==> src/hdl/nlp_pkg.sv <==
package nlp_pkg;

  // literal formats as reported on the result
  localparam logic [1:0] FMT_DEC = 2'd0;
  localparam logic [1:0] FMT_HEX = 2'd1;
  localparam logic [1:0] FMT_BIN = 2'd2;
  localparam logic [1:0] FMT_UNK = 2'd3;

  // range modes
  localparam logic [1:0] MODE_U8  = 2'd0;
  localparam logic [1:0] MODE_U16 = 2'd1;
  localparam logic [1:0] MODE_S16 = 2'd2;
  localparam logic [1:0] MODE_RAW = 2'd3;

  // accumulation limits and range bounds
  localparam logic [35:0] LIMIT_16  = 36'h0_0000_FFFF;
  localparam logic [35:0] LIMIT_32  = 36'h0_FFFF_FFFF;
  localparam logic [35:0] MAX_U8    = 36'h0_0000_00FF;
  localparam logic [35:0] MAX_U16   = 36'h0_0000_FFFF;
  localparam logic [35:0] MAX_S16   = 36'h0_0000_7FFF;
  localparam logic [35:0] MAX_NEG16 = 36'h0_0000_8000;

  // characters of interest
  localparam logic [7:0] CH_ZERO  = 8'h30;
  localparam logic [7:0] CH_ONE   = 8'h31;
  localparam logic [7:0] CH_NINE  = 8'h39;
  localparam logic [7:0] CH_UP_A  = 8'h41;
  localparam logic [7:0] CH_UP_F  = 8'h46;
  localparam logic [7:0] CH_LO_A  = 8'h61;
  localparam logic [7:0] CH_LO_F  = 8'h66;
  localparam logic [7:0] CH_X     = 8'h78;
  localparam logic [7:0] CH_B     = 8'h62;
  localparam logic [7:0] CH_MINUS = 8'h2D;
  localparam logic [7:0] HEX_UP_OFS = 8'd55;
  localparam logic [7:0] HEX_LO_OFS = 8'd87;

  typedef struct packed {
    logic [7:0] char_in;
    logic       last_char;
  } lit_in_t;

  typedef struct packed {
    logic [31:0] result_value;
    logic        parse_error;
    logic [1:0]  literal_format;
  } lit_out_t;

  // decoded character as it travels between front and back
  typedef struct packed {
    logic       is_dec;
    logic       is_bin;
    logic       hex_ok;
    logic [3:0] nibble;
    logic       is_zero;
    logic       is_x;
    logic       is_b;
    logic       is_minus;
    logic       last;
  } char_class_t;

  // what the back part keeps of the first character
  typedef struct packed {
    logic is_zero;
    logic is_b;
    logic is_minus;
    logic is_dec;
  } first_class_t;

  // finished literal handed to the result stage
  typedef struct packed {
    logic [35:0] acc;
    logic [1:0]  fmt;
    logic        neg;
    logic        err;
    logic        limit;
    logic        hex_odd;
  } fin_rec_t;

endpackage

==> src/hdl/numeric_literal_parser_unit.sv <==
// numeric literal parser: decimal, 0x hex and b-prefixed binary integers
// input side is a queue: drive push with one character beat on literal_char
// (char_in plus last_char on the final character); the beat is taken at an
// edge where push is high and full is low
// result side is a queue too: while empty is low the oldest result sits on
// parse_result (value, error flag, format); pop at an edge with empty low takes it
// one result per literal, produced by the beat marked last_char
// throughput: one character per cycle when not stalled, no gaps between literals
// a last character's result passes the decode queue, then the accumulate stage,
// then the range check into the result queue
// for decimal digits the accumulate stage does a times-ten add and one limit
// compare per beat; when pop stays low the result queue fills, the back part then
// holds and the input queue fills in turn, so full rises; nothing is dropped
// range_mode is written with cfg_wr_en/cfg_wr_data; the user must write it only
// while nothing is in flight, the block does not enforce it; reset clears both
// queues, all literal state and range_mode to uint8
module numeric_literal_parser_unit
  import nlp_pkg::*;
  #(
    parameter int MAX_DEC_DIGITS = 19,
    parameter int MAX_HEX_DIGITS = 8,
    parameter int MAX_BIN_DIGITS = 64
  )
  (
    input  logic       clk,
    input  logic       rst,
    input  logic       push,
    output logic       full,
    input  lit_in_t    literal_char,
    output logic       empty,
    input  logic       pop,
    output lit_out_t   parse_result,
    input  logic       cfg_wr_en,
    input  logic [1:0] cfg_wr_data
  );

  logic [1:0]  range_mode_q;
  logic        q_pop;
  logic        q_empty;
  char_class_t q_item;
  logic        fin_valid;
  logic        fin_take;
  fin_rec_t    fin_rec;

  // range mode register, to be written only while idle; the block does not enforce it
  always_ff @(posedge clk) begin
    if (rst) begin
      range_mode_q <= MODE_U8;
    end else if (cfg_wr_en) begin
      range_mode_q <= cfg_wr_data;
    end
  end

  // front: character decode and the decoupling queue
  nlp_front u_front (
    .clk          (clk),
    .rst          (rst),
    .push         (push),
    .full         (full),
    .literal_char (literal_char),
    .q_pop        (q_pop),
    .q_empty      (q_empty),
    .q_item       (q_item)
  );

  // back: format tracking and value accumulation, one beat per cycle when not stalled
  nlp_exec #(
    .MAX_DEC_DIGITS (MAX_DEC_DIGITS),
    .MAX_HEX_DIGITS (MAX_HEX_DIGITS),
    .MAX_BIN_DIGITS (MAX_BIN_DIGITS)
  ) u_exec (
    .clk        (clk),
    .rst        (rst),
    .range_mode (range_mode_q),
    .q_empty    (q_empty),
    .q_item     (q_item),
    .q_pop      (q_pop),
    .fin_valid  (fin_valid),
    .fin_take   (fin_take),
    .fin_rec    (fin_rec)
  );

  // range check, sign and result queue
  nlp_result u_result (
    .clk          (clk),
    .rst          (rst),
    .range_mode   (range_mode_q),
    .fin_valid    (fin_valid),
    .fin_rec      (fin_rec),
    .fin_take     (fin_take),
    .empty        (empty),
    .pop          (pop),
    .parse_result (parse_result)
  );

endmodule

==> src/hdl/nlp_fifo.sv <==
module nlp_fifo
  #(
    parameter int WIDTH = 8,
    parameter int DEPTH = 2
  )
  (
    input  logic             clk,
    input  logic             rst,
    input  logic             wr_en,
    input  logic [WIDTH-1:0] wr_data,
    output logic             full,
    input  logic             rd_en,
    output logic [WIDTH-1:0] rd_data,
    output logic             empty
  );

  localparam int PTR_W = (DEPTH > 1) ? $clog2(DEPTH) : 1;
  localparam int CNT_W = $clog2(DEPTH + 1);

  logic [WIDTH-1:0] store [DEPTH];
  logic [PTR_W-1:0] wr_ptr;
  logic [PTR_W-1:0] rd_ptr;
  logic [CNT_W-1:0] count;
  logic             do_wr;
  logic             do_rd;

  assign full    = (count == CNT_W'(DEPTH));
  assign empty   = (count == '0);
  assign do_wr   = wr_en && !full;
  assign do_rd   = rd_en && !empty;
  assign rd_data = store[rd_ptr];

  always_ff @(posedge clk) begin
    if (rst) begin
      wr_ptr <= '0;
      rd_ptr <= '0;
      count  <= '0;
    end else begin
      if (do_wr) begin
        wr_ptr <= (wr_ptr == PTR_W'(DEPTH - 1)) ? '0 : wr_ptr + 1'b1;
      end
      if (do_rd) begin
        rd_ptr <= (rd_ptr == PTR_W'(DEPTH - 1)) ? '0 : rd_ptr + 1'b1;
      end
      if (do_wr && !do_rd) begin
        count <= count + 1'b1;
      end else if (do_rd && !do_wr) begin
        count <= count - 1'b1;
      end
    end
  end

  always_ff @(posedge clk) begin
    if (do_wr) begin
      store[wr_ptr] <= wr_data;
    end
  end

endmodule

==> src/hdl/nlp_front.sv <==
module nlp_front
  import nlp_pkg::*;
  (
    input  logic        clk,
    input  logic        rst,
    input  logic        push,
    output logic        full,
    input  lit_in_t     literal_char,
    input  logic        q_pop,
    output logic        q_empty,
    output char_class_t q_item
  );

  char_class_t cls;
  logic [7:0]  c;
  logic [$bits(char_class_t)-1:0] q_raw;

  assign c = literal_char.char_in;

  always_comb begin
    cls          = '0;
    cls.is_dec   = (c inside {[CH_ZERO:CH_NINE]});
    cls.is_bin   = (c == CH_ZERO) || (c == CH_ONE);
    cls.is_zero  = (c == CH_ZERO);
    cls.is_x     = (c == CH_X);
    cls.is_b     = (c == CH_B);
    cls.is_minus = (c == CH_MINUS);
    cls.last     = literal_char.last_char;
    if (c inside {[CH_ZERO:CH_NINE]}) begin
      cls.hex_ok = 1'b1;
      cls.nibble = 4'(c - CH_ZERO);
    end else if (c inside {[CH_UP_A:CH_UP_F]}) begin
      cls.hex_ok = 1'b1;
      cls.nibble = 4'(c - HEX_UP_OFS);
    end else if (c inside {[CH_LO_A:CH_LO_F]}) begin
      cls.hex_ok = 1'b1;
      cls.nibble = 4'(c - HEX_LO_OFS);
    end
  end

  // decoded beats wait here until the back part takes them
  nlp_fifo #(
    .WIDTH ($bits(char_class_t)),
    .DEPTH (2)
  ) u_queue (
    .clk     (clk),
    .rst     (rst),
    .wr_en   (push),
    .wr_data (cls),
    .full    (full),
    .rd_en   (q_pop),
    .rd_data (q_raw),
    .empty   (q_empty)
  );

  assign q_item = char_class_t'(q_raw);

endmodule

==> src/hdl/nlp_exec.sv <==
module nlp_exec
  import nlp_pkg::*;
  #(
    parameter int MAX_DEC_DIGITS = 19,
    parameter int MAX_HEX_DIGITS = 8,
    parameter int MAX_BIN_DIGITS = 64
  )
  (
    input  logic        clk,
    input  logic        rst,
    input  logic [1:0]  range_mode,
    input  logic        q_empty,
    input  char_class_t q_item,
    output logic        q_pop,
    output logic        fin_valid,
    input  logic        fin_take,
    output fin_rec_t    fin_rec
  );

  logic [6:0]   position;
  first_class_t first_cls;
  logic [1:0]   format_kind;
  logic [35:0]  accumulator;
  logic         negative_flag;
  logic         error_flag;
  logic         limit_reached;
  logic [3:0]   pending_nibble;

  logic [6:0]   position_next;
  first_class_t first_cls_next;
  logic [1:0]   format_kind_next;
  logic [35:0]  accumulator_next;
  logic         negative_flag_next;
  logic         error_flag_next;
  logic         limit_reached_next;
  logic [3:0]   pending_nibble_next;

  logic         do_dec;
  logic         do_bin;
  logic         do_hex;
  logic [6:0]   dec_idx;
  logic [6:0]   bin_idx;
  logic [6:0]   hex_idx;
  logic [6:0]   hex_cnt;
  logic [35:0]  limit;
  logic [35:0]  dec_acc;
  logic [35:0]  bin_acc;
  logic [35:0]  hex_acc;
  logic         advance;

  assign advance = !q_empty && !(fin_valid && !fin_take);
  assign q_pop   = advance;

  assign limit   = (range_mode == MODE_RAW) ? LIMIT_32 : LIMIT_16;
  assign dec_acc = (accumulator << 3) + (accumulator << 1) + 36'(q_item.nibble);
  assign bin_acc = {accumulator[34:0], q_item.is_zero ? 1'b0 : 1'b1};
  assign hex_acc = {4'd0, accumulator[23:0], pending_nibble, q_item.nibble};
  assign bin_idx = position - 7'd1;
  assign hex_idx = position - 7'd2;

  always_comb begin
    first_cls_next      = first_cls;
    format_kind_next    = format_kind;
    accumulator_next    = accumulator;
    negative_flag_next  = negative_flag;
    error_flag_next     = error_flag;
    limit_reached_next  = limit_reached;
    pending_nibble_next = pending_nibble;
    do_dec              = 1'b0;
    do_bin              = 1'b0;
    do_hex              = 1'b0;
    dec_idx             = position - 7'(negative_flag);

    // format is decided on the first two characters
    if (position == 7'd0) begin
      first_cls_next = '{is_zero: q_item.is_zero, is_b: q_item.is_b,
                         is_minus: q_item.is_minus, is_dec: q_item.is_dec};
      if (q_item.is_dec) begin
        format_kind_next = FMT_DEC;
        do_dec           = 1'b1;
      end else begin
        format_kind_next = FMT_UNK;
      end
    end else if (position == 7'd1) begin
      if (first_cls.is_zero) begin
        format_kind_next = q_item.is_x ? FMT_HEX : FMT_UNK;
      end else if (first_cls.is_b) begin
        if (q_item.is_bin) begin
          format_kind_next = FMT_BIN;
          do_bin           = 1'b1;
        end else begin
          format_kind_next = FMT_UNK;
        end
      end else if (first_cls.is_minus) begin
        if (q_item.is_dec) begin
          format_kind_next   = FMT_DEC;
          negative_flag_next = 1'b1;
          do_dec             = 1'b1;
          dec_idx            = 7'd0;
        end else begin
          format_kind_next = FMT_UNK;
        end
      end else if (first_cls.is_dec) begin
        do_dec = 1'b1;
      end else begin
        format_kind_next = FMT_UNK;
      end
    end else begin
      case (format_kind)
        FMT_DEC: do_dec = 1'b1;
        FMT_HEX: do_hex = 1'b1;
        FMT_BIN: do_bin = 1'b1;
        default: ;
      endcase
    end

    if (do_dec && (dec_idx < 7'(MAX_DEC_DIGITS)) && !limit_reached) begin
      if (!q_item.is_dec) begin
        error_flag_next = 1'b1;
      end else begin
        accumulator_next = dec_acc;
        if (dec_acc > limit) begin
          limit_reached_next = 1'b1;
        end
      end
    end

    if (do_bin && (bin_idx < 7'(MAX_BIN_DIGITS)) && !limit_reached) begin
      if (!q_item.is_bin) begin
        error_flag_next = 1'b1;
      end else begin
        accumulator_next = bin_acc;
        if (bin_acc > limit) begin
          limit_reached_next = 1'b1;
        end
      end
    end

    // hex digits are taken in pairs, the first one waits as a pending nibble
    if (do_hex && (hex_idx < 7'(MAX_HEX_DIGITS))) begin
      if (!q_item.hex_ok) begin
        error_flag_next     = 1'b1;
        pending_nibble_next = 4'd0;
      end else if (!hex_idx[0]) begin
        pending_nibble_next = q_item.nibble;
      end else begin
        if (accumulator[35:24] != 12'd0) begin
          limit_reached_next = 1'b1;
        end
        accumulator_next    = hex_acc;
        pending_nibble_next = 4'd0;
      end
    end
  end

  assign position_next = (position == 7'd127) ? position : position + 7'd1;
  assign hex_cnt       = position_next - 7'd2;

  always_ff @(posedge clk) begin
    if (rst) begin
      position       <= '0;
      first_cls      <= '0;
      format_kind    <= FMT_DEC;
      accumulator    <= '0;
      negative_flag  <= 1'b0;
      error_flag     <= 1'b0;
      limit_reached  <= 1'b0;
      pending_nibble <= '0;
      fin_valid      <= 1'b0;
    end else begin
      if (advance && q_item.last) begin
        fin_valid <= 1'b1;
      end else if (fin_take) begin
        fin_valid <= 1'b0;
      end
      if (advance) begin
        if (q_item.last) begin
          position       <= '0;
          first_cls      <= '0;
          format_kind    <= FMT_DEC;
          accumulator    <= '0;
          negative_flag  <= 1'b0;
          error_flag     <= 1'b0;
          limit_reached  <= 1'b0;
          pending_nibble <= '0;
        end else begin
          position       <= position_next;
          first_cls      <= first_cls_next;
          format_kind    <= format_kind_next;
          accumulator    <= accumulator_next;
          negative_flag  <= negative_flag_next;
          error_flag     <= error_flag_next;
          limit_reached  <= limit_reached_next;
          pending_nibble <= pending_nibble_next;
        end
      end
    end
  end

  always_ff @(posedge clk) begin
    if (advance && q_item.last) begin
      fin_rec.acc     <= accumulator_next;
      fin_rec.fmt     <= format_kind_next;
      fin_rec.neg     <= negative_flag_next;
      fin_rec.err     <= error_flag_next;
      fin_rec.limit   <= limit_reached_next;
      fin_rec.hex_odd <= (hex_cnt > 7'(MAX_HEX_DIGITS)) ? MAX_HEX_DIGITS[0] : hex_cnt[0];
    end
  end

endmodule

==> src/hdl/nlp_result.sv <==
module nlp_result
  import nlp_pkg::*;
  (
    input  logic      clk,
    input  logic      rst,
    input  logic [1:0] range_mode,
    input  logic      fin_valid,
    input  fin_rec_t  fin_rec,
    output logic      fin_take,
    output logic      empty,
    input  logic      pop,
    output lit_out_t  parse_result
  );

  lit_out_t res;
  logic     out_full;
  logic     neg;
  logic     big;
  logic     err;
  logic [$bits(lit_out_t)-1:0] out_raw;

  assign fin_take = fin_valid && !out_full;

  always_comb begin
    neg = fin_rec.neg && (fin_rec.fmt == FMT_DEC);
    big = (fin_rec.fmt == FMT_HEX) && fin_rec.limit;
    err = fin_rec.err || (fin_rec.fmt == FMT_UNK) ||
          ((fin_rec.fmt == FMT_HEX) && fin_rec.hex_odd);
    case (range_mode)
      MODE_U8: begin
        if ((neg && fin_rec.acc != '0) || big || fin_rec.acc > MAX_U8) err = 1'b1;
      end
      MODE_U16: begin
        if ((neg && fin_rec.acc != '0) || big || fin_rec.acc > MAX_U16) err = 1'b1;
      end
      MODE_S16: begin
        if (big || (neg ? (fin_rec.acc > MAX_NEG16) : (fin_rec.acc > MAX_S16))) err = 1'b1;
      end
      default: ;
    endcase
    res.result_value   = err ? 32'd0 :
                         (neg ? (32'd0 - fin_rec.acc[31:0]) : fin_rec.acc[31:0]);
    res.parse_error    = err;
    res.literal_format = fin_rec.fmt;
  end

  nlp_fifo #(
    .WIDTH ($bits(lit_out_t)),
    .DEPTH (2)
  ) u_out_queue (
    .clk     (clk),
    .rst     (rst),
    .wr_en   (fin_take),
    .wr_data (res),
    .full    (out_full),
    .rd_en   (pop),
    .rd_data (out_raw),
    .empty   (empty)
  );

  assign parse_result = lit_out_t'(out_raw);

endmodule
==> config.mk <==
export PLATFORM = sky130hd
export DESIGN_NAME = numeric_literal_parser_unit
export DESIGN_NICKNAME = d
export VERILOG_FILES = /design/src/hdl/nlp_pkg.sv /design/src/hdl/numeric_literal_parser_unit.sv /design/src/hdl/nlp_fifo.sv /design/src/hdl/nlp_front.sv /design/src/hdl/nlp_exec.sv /design/src/hdl/nlp_result.sv
export SDC_FILE = /design/constraint.sdc
export NUM_CORES = 1
export LEC_CHECK = 0
export BUFFER_PORTS_ARGS = -buffer_cell sky130_fd_sc_hd__buf_4
export CORE_ASPECT_RATIO = 0.8
export CORE_UTILIZATION = 45
export DETAILED_ROUTE_END_ITERATION = 8
export GPL_TIMING_DRIVEN = 0
export SYNTH_ARGS = -nofsm -noshare
export SYNTH_HDL_FRONTEND = slang
export SYNTH_SLANG_ARGS = --single-unit
==> constraint.sdc <==
create_clock -name clk -period 6.4 [get_ports clk]
set_clock_uncertainty 0.15 [all_clocks]
set_input_delay 1.28 -clock clk [delete_from_list [all_inputs] [get_ports clk]]
set_output_delay 1.28 -clock clk [all_outputs]
set_load 0.005 [all_outputs]
Word-level counts from Yosys, hierarchy flattened

Memories as Yosys holds them, arrays and structs flattened. A register that Yosys moved wholly into a read port is not among the register bits.
Index checks and enable logic that the tools add are counted.
W data, S select, Z words.

$add $sub $neg: 19
Mux-type cells: 104
Magnitude comparators: 16
Reduce and logical (&&, ||, !) cells: 57
Equal/unequal tests: 16

Operator list:

| kind                    | count |
|---|---|
| $mux W36                | 8 |
| $mux W32                | 3 |
| $gt A36 B16 Y1 const B  | 2 |
| $gt A36 B36 Y1          | 2 |
| $mux W1                 | 62 |
| $mux W7                 | 8 |
| $add A36 B36 Y36        | 1 |
| $add A36 B4 Y36         | 1 |
| $gt A36 B15 Y1 const B  | 1 |
| $gt A36 B8 Y1 const B   | 1 |
| $reduce_bool A36 Y1     | 1 |
| $sub A1 B32 Y32 const A | 1 |
| $mux W2                 | 13 |
| $eq A8 B6 Y1 const B    | 3 |
| $logic_and A1 B1 Y1     | 24 |
| $mux W4                 | 6 |
| $eq A8 B7 Y1 const B    | 2 |
| $ge A8 B7 Y1 const B    | 2 |
| $le A8 B7 Y1 const B    | 2 |
| $mux W5                 | 3 |
| $sub A7 B2 Y7 const B   | 2 |
| $eq A2 B2 Y1 const B    | 6 |
| $reduce_bool A12 Y1     | 1 |
| $logic_not A1 Y1        | 11 |
| other kinds (23)        | 46 |

Word-level logic and storage cells: 239
Memories kept: 2
RAM bits: 94
Register bits after elaboration: 109
Output and inout port bits: 37
Input bits: 16

Memories:

| name                       | words | width | rd ports | clocked after memory_dff | write ports | line           | RTL |
|---|---|---|---|---|---|---|---|
| u_result.u_out_queue.store | 2     | 35    | 1        | 1                        | 1           | nlp_fifo.sv:20 | `logic [WIDTH-1:0] store [DEPTH];` |
| u_front.u_queue.store      | 2     | 12    | 1        | 1                        | 1           | nlp_fifo.sv:20 |  |

Depth between registers and ports, before layout

Depth in word-level cells: 19
Gate-level depth with buffers: 26
Mapped depth without buffers: 24

By module

Synthesis repeated with hierarchy kept, for this count alone.

Cell total of the unflattened synthesis: 1,308
Area, all modules: 13,380.3 sq um

Modules (own cells, without submodules):

| module                          | sequential area each (sq um) | cells each | area an instance (sq um) | instances |
|---|---|---|---|---|
| nlp_exec                        | 2,402.3                      | 900        | 8,034.0                  | 1 |
| nlp_fifo (u_result.u_out_queue) | 2,202.1                      | 134        | 2,738.9                  | 1 |
| nlp_result                      | 0.0                          | 166        | 1,166.1                  | 1 |
| nlp_fifo (u_front.u_queue)      | 820.8                        | 62         | 1,078.5                  | 1 |
| nlp_front                       | 0.0                          | 40         | 295.3                    | 1 |
| numeric_literal_parser_unit     | 40.0                         | 6          | 67.6                     | 1 |

Least setup slack after synthesis

OpenSTA, ideal clock, no wires.

Path kind: flip-flop to flip-flop
Start: register (tool-made name)
End: register u_exec.limit_reached
Stages on the path, launching flop included: 26
Setup slack: 0.271 ns
Period minus slack after synthesis: 6.129 ns
Path buffers: 2
Setup time: 0.117 ns
Arrival: 5.862 ns
Required time: 6.133 ns
Cells stage by stage: dfxtp_1 -> clkbuf_1 -> clkbuf_1 -> mux2i_1 -> inv_1 -> fa_1 -> fa_1 -> a21o_1 -> and4_1 -> o2111ai_1 -> nand2_1 -> o2111ai_1 -> nand2_1 -> a221oi_1 -> xor2_1 -> inv_1 -> ha_1 -> nand4_1 -> nor4_1 -> and4_1 -> nand4_1 -> nor4_1 -> a41o_1 -> nand4_1 -> a2111o_1 -> a22o_1

RTL lines:

| item                 | line            | RTL |
|---|---|---|
| to (signal assigned) | nlp_exec.sv:193 | `limit_reached <= limit_reached_next;` |
| to (decl)            | nlp_exec.sv:26  | `logic limit_reached;` |

==> summary by stage <==
Run status
The run finished with clean final reports.

Job
The number of max-cap violations is 0.

Clock network
The H-tree depth reported by CTS is 1. Hold repair after CTS inserted 0 buffers. The CTS tree is done. At the later pin of the worst-skew pair, clock insertion delay measures 0.50 ns. The clock transition at the register clock pins on the worst setup and hold paths after CTS is around 0.060 ns. The cell at the root of the clock tree is sky130_fd_sc_hd__clkbuf_16. The clock net in this run drives a total of between 200 and 250 sinks. The maximum clock path buffer count is 3. The clock buffer count from CTS is 22.

Worst setup path
For the worst setup path, the data arrival time is roughly 6.4 ns. The worst setup path is captured at a flop. The type of origin of the critical path is a flop. The critical path is of the reg -> reg type. The worst path required time is 6.65 ns. The maximum net fanout on the critical path is 8.

Timing
The headroom to the max-slew limit is 0.134. The final setup violation count is 0. For the pin with the worst max-slew slack, the measured transition is around 1.3 ns. The upper clock frequency limit is roughly 160 MHz.

The final critical-path required period is 6.20 ns. The final-report max-slew violation count is 0. The share of the clock period used by the worst path after layout is 0.969. The final hold violation count is 0.

Die
The vertical die dimension is approximately 150 um. For this configuration, the core starts out at a cell density of 0.464. Pin placement for this block handled 53 I/O pins. The area of the die is roughly 29000 um2. The standard-cell row count is 54.

The standard cell core area is 27700 um2. The overall die width is 191 um.

Yosys
The number of flops mapped to enable cells by yosys is approximately 140. In this run the cell area of the synthesized design comes to 12900 um2. After synthesis the netlist holds a flip-flop and latch count of around 210.

After synthesis, the share of flip-flops with an asynchronous set or reset is 0. The portion of the post-synthesis area used by sequential elements is 0.425. The netlist uses between 70 and 80 different library cells.

The number of nets in the synthesized netlist is ~1400. The dominant register cell in the synthesized netlist is sky130_fd_sc_hd__edfxtp_1. In the synthesized netlist, the number of instances is roughly 1300. The post-synthesis area per instance is approximately 10 um2. The number of synthesis warnings is 0.

Place
Routability-driven placement finished with a final weighted congestion of 0.909. During placement, the flow inserted port buffers numbering 51. The total placed cells including tap cells is roughly 1700.

The half-perimeter wire length of the detailed placement result is ~25000 um.

Hold path
The path type of the worst min-delay path is reg -> reg.

Detailed routing
The violation count after the first detailed-routing iteration is between 800 and 900. After detailed routing, the number of remaining DRC violations is 0. After detailed routing, the number of vias per cell comes to between 5 and 6. The via total after detailed routing is a little over 10000.

The antenna violation net count after detailed routing is 0. The first TritonRoute pass finished after 5 iterations. For this block, the routed nets add up to 33700 um of wire. The routed length per placed instance is ~19 um.

Global route
The first global-routing pass estimated 52900 um of wire. The global-route usage over all layers is 0.227. The via count of the first global-routing pass came to a little over 9000. Entering global routing, the biggest net connects 45 pins. The initial antenna violation count is 1. After global routing the overflow that remains totals 0.

Power and ir drop
Across the VDD grid, the largest voltage drop is roughly 0.00016 V. The design draws 4.48 mW. In this run the static leakage power is slightly above 6 nW. The power density relative to cell area is 304 nW/um2.

Final layout
In the final design database the tool counted 1509 nets. The share of final-layout standard cells stronger than drive strength 1 is 0.143. From synthesis to final layout, the design area changed by 14.6%. The non-filler instance count after layout is approximately 1800. The fill cell instance count of the final layout is roughly 2600. The area occupied by multi-input gates is ~7200 um2. The sequential cells in the finished layout cover a total of ~5500 um2. The total inserted antenna cells is 0. The core occupancy in the finished layout is 0.532.
## registers in the layout, indices dropped and copies added (netlist names), 4 cells and up, named ones only
| signal | count |
|---|---|
| u_exec.accumulator | 36 |
| u_exec.fin_rec | 42 |
| u_exec.first_cls | 4 |
| u_exec.pending_nibble | 4 |
| u_exec.position | 7 |
| u_front.u_queue.store | 24 |
| u_result.u_out_queue.store | 70 |
## cell type report
| cell class | instances | area share |
|---|---|---|
| buffer | 60 | 0.0193 |
| multi-input combinational | 996 | 0.488 |
| inverter | 26 | 0.00662 |
| clock buffer | 28 | 0.0395 |
| tap | 364 | 0.0309 |
| sequential | 205 | 0.371 |
| clock inverter | 12 | 0.00848 |
| timing repair buffer | 69 | 0.0365 |
## where the power goes
| group | internal, mW | switching [mW] |
|---|---|---|
| Clock | 0.731 | 0.516 |
| Sequential | 1.67 | 0.171 |
| Combinational | 0.585 | 0.806 |
## path summary, 6_finish.rpt
path | start | endpoint | slack (ns) | cells past startpoint
hold / removal | u_exec.pending_nibble[0] | u_exec.pending_nibble[0] | 0.34 | 2
setup reg to reg | flop | u_exec.limit_reached | 0.20 | 25
hold reg to reg | u_exec.pending_nibble[0] | u_exec.pending_nibble[0] | 0.34 | 2
setup / recovery | flop | u_exec.limit_reached | 0.20 | 25
## layer usage
| layer | global-route usage | vias up | share of wire |
|---|---|---|---|
| met5 | 0 | - | 0.00047 |
| met4 | 0.0450 | 2 | 0.017 |
| met3 | 0.0269 | 42 | 0.063 |
| met2 | 0.318 | 356 | 0.41 |
| met1 | 0.368 | 4887 | 0.51 |
| li1 | - | 5052 | - |
## placed cells by master, fill, tap and decap left out, types with 5 or more instances in the layout
| cell | instances |
|---|---|
| sky130_fd_sc_hd__a211oi_1 | 11 |
| sky130_fd_sc_hd__a21o_1 | 48 |
| sky130_fd_sc_hd__a21oi_1 | 77 |
| sky130_fd_sc_hd__a22o_1 | 33 |
| sky130_fd_sc_hd__a22oi_1 | 12 |
| sky130_fd_sc_hd__a311oi_1 | 6 |
| sky130_fd_sc_hd__a31oi_1 | 17 |
| sky130_fd_sc_hd__a32oi_1 | 7 |
| sky130_fd_sc_hd__and3_1 | 12 |
| sky130_fd_sc_hd__buf_2 | 10 |
| sky130_fd_sc_hd__buf_4 | 69 |
| sky130_fd_sc_hd__clkbuf_1 | 48 |
| sky130_fd_sc_hd__clkbuf_16 | 23 |
| sky130_fd_sc_hd__clkinv_1 | 5 |
| sky130_fd_sc_hd__dfxtp_1 | 68 |
| sky130_fd_sc_hd__edfxtp_1 | 136 |
| sky130_fd_sc_hd__ha_1 | 108 |
| sky130_fd_sc_hd__inv_1 | 23 |
| sky130_fd_sc_hd__mux2_2 | 45 |
| sky130_fd_sc_hd__mux2i_1 | 14 |
| sky130_fd_sc_hd__nand2_1 | 106 |
| sky130_fd_sc_hd__nand2b_1 | 13 |
| sky130_fd_sc_hd__nand3_1 | 13 |
| sky130_fd_sc_hd__nand4_1 | 20 |
| sky130_fd_sc_hd__nor2_1 | 134 |
| sky130_fd_sc_hd__nor3_1 | 24 |
| sky130_fd_sc_hd__nor4_1 | 13 |
| sky130_fd_sc_hd__o21a_1 | 8 |
| sky130_fd_sc_hd__o21ai_0 | 66 |
| sky130_fd_sc_hd__o21ai_1 | 5 |
| sky130_fd_sc_hd__o21bai_1 | 5 |
| sky130_fd_sc_hd__o31ai_1 | 8 |
| sky130_fd_sc_hd__or3_1 | 12 |
| sky130_fd_sc_hd__or4_1 | 8 |
| sky130_fd_sc_hd__xnor2_1 | 37 |
| sky130_fd_sc_hd__xor2_1 | 36 |
## per-stage QoR
step | hold slack [ns] | setup slack (ns) | TNS [ns] | area, um2
after CTS | 0.349 | 0.00649 | 0 | 14600
after detailed placement | 0.334 | -1.29 | -2.53 | 13700
after global routing | 0.391 | -0.0445 | -0.0691 | 14700
after global placement | 0.334 | -1.21 | -2.39 | 13700
after floorplan | 0.311 | 0.271 | 0 | 12900
final | 0.345 | 0.201 | 0 | 14700
## what timing repair did
action	CTS	global route
pin swaps	4	16
buffers inserted	7	10
endpoints found under the setup margin	2	2
gates resized for setup	13	20
## synthesized netlist by cell type, drive strengths merged (4+ instances only)
library cell	count	share of area
clkbuf	45	0.013
xnor2	37	0.025
a311oi	7	0.0048
mux2	45	0.039
and3	13	0.0063
nand2b	13	0.0063
buf	16	0.0077
a21oi	80	0.032
nand4	20	0.0097
nor3	25	0.010
edfxtp	136	0.32
o31ai	8	0.0047
o21bai	5	0.0029
mux2i	17	0.013
or2	4	0.0019
and4	4	0.0027
a211o	4	0.0027
nand2	109	0.032
and2	5	0.0024
or4	9	0.0055
o21ai	72	0.028
a22o	33	0.022
a221oi	4	0.0027
a221o	4	0.0031
o2111ai	5	0.0039
nor2	135	0.039
nor3b	4	0.0032
nand3	13	0.0051
a22oi	12	0.0070
o21a	8	0.0047
a32oi	7	0.0048
o41ai	4	0.0027
a21o	48	0.028
ha	111	0.11
dfxtp	69	0.11
a31oi	17	0.0083
o221ai	4	0.0027
nor4	16	0.0083
xor2	36	0.025
inv	26	0.0076
or3	13	0.0067
a211oi	11	0.0064
## logic make-up after synthesis
kind of cell | after synthesis | synth area share
AND/OR/NAND/NOR | 395 | 0.148
XOR/XNOR | 73 | 0.0497
flip-flops | 205 | 0.425
AO/OA/AOI/OAI | 353 | 0.186
buffers and inverters | 87 | 0.0284
adder cells (fa/ha/maj) | 113 | 0.111
multiplexers | 62 | 0.0526
## worst max-delay path, cell delays in order (launching register included)
cell and delay, ns:
sky130_fd_sc_hd__dfxtp_4 0.36, sky130_fd_sc_hd__clkbuf_16 0.16, sky130_fd_sc_hd__mux2i_4 0.26, sky130_fd_sc_hd__inv_2 0.08, sky130_fd_sc_hd__ha_4 0.25, sky130_fd_sc_hd__ha_4 0.17, sky130_fd_sc_hd__fa_2 0.40, sky130_fd_sc_hd__a21o_1 0.20
sky130_fd_sc_hd__and4_4 0.21, sky130_fd_sc_hd__o2111ai_4 0.21, sky130_fd_sc_hd__nand2_2 0.09, sky130_fd_sc_hd__o2111ai_2 0.23, sky130_fd_sc_hd__nand2_2 0.12, sky130_fd_sc_hd__a221oi_2 0.27, sky130_fd_sc_hd__xor2_1 0.31, sky130_fd_sc_hd__inv_1 0.13
sky130_fd_sc_hd__ha_4 0.28, sky130_fd_sc_hd__nand4_1 0.17, sky130_fd_sc_hd__nor4_4 0.30, sky130_fd_sc_hd__and4_1 0.22, sky130_fd_sc_hd__nand4_1 0.11, sky130_fd_sc_hd__nor4_2 0.26, sky130_fd_sc_hd__a41o_1 0.25, sky130_fd_sc_hd__nand4_1 0.16
sky130_fd_sc_hd__a2111o_1 0.52, sky130_fd_sc_hd__a22o_1 0.20
No activity file was read; power rests on OpenSTA's default activity.
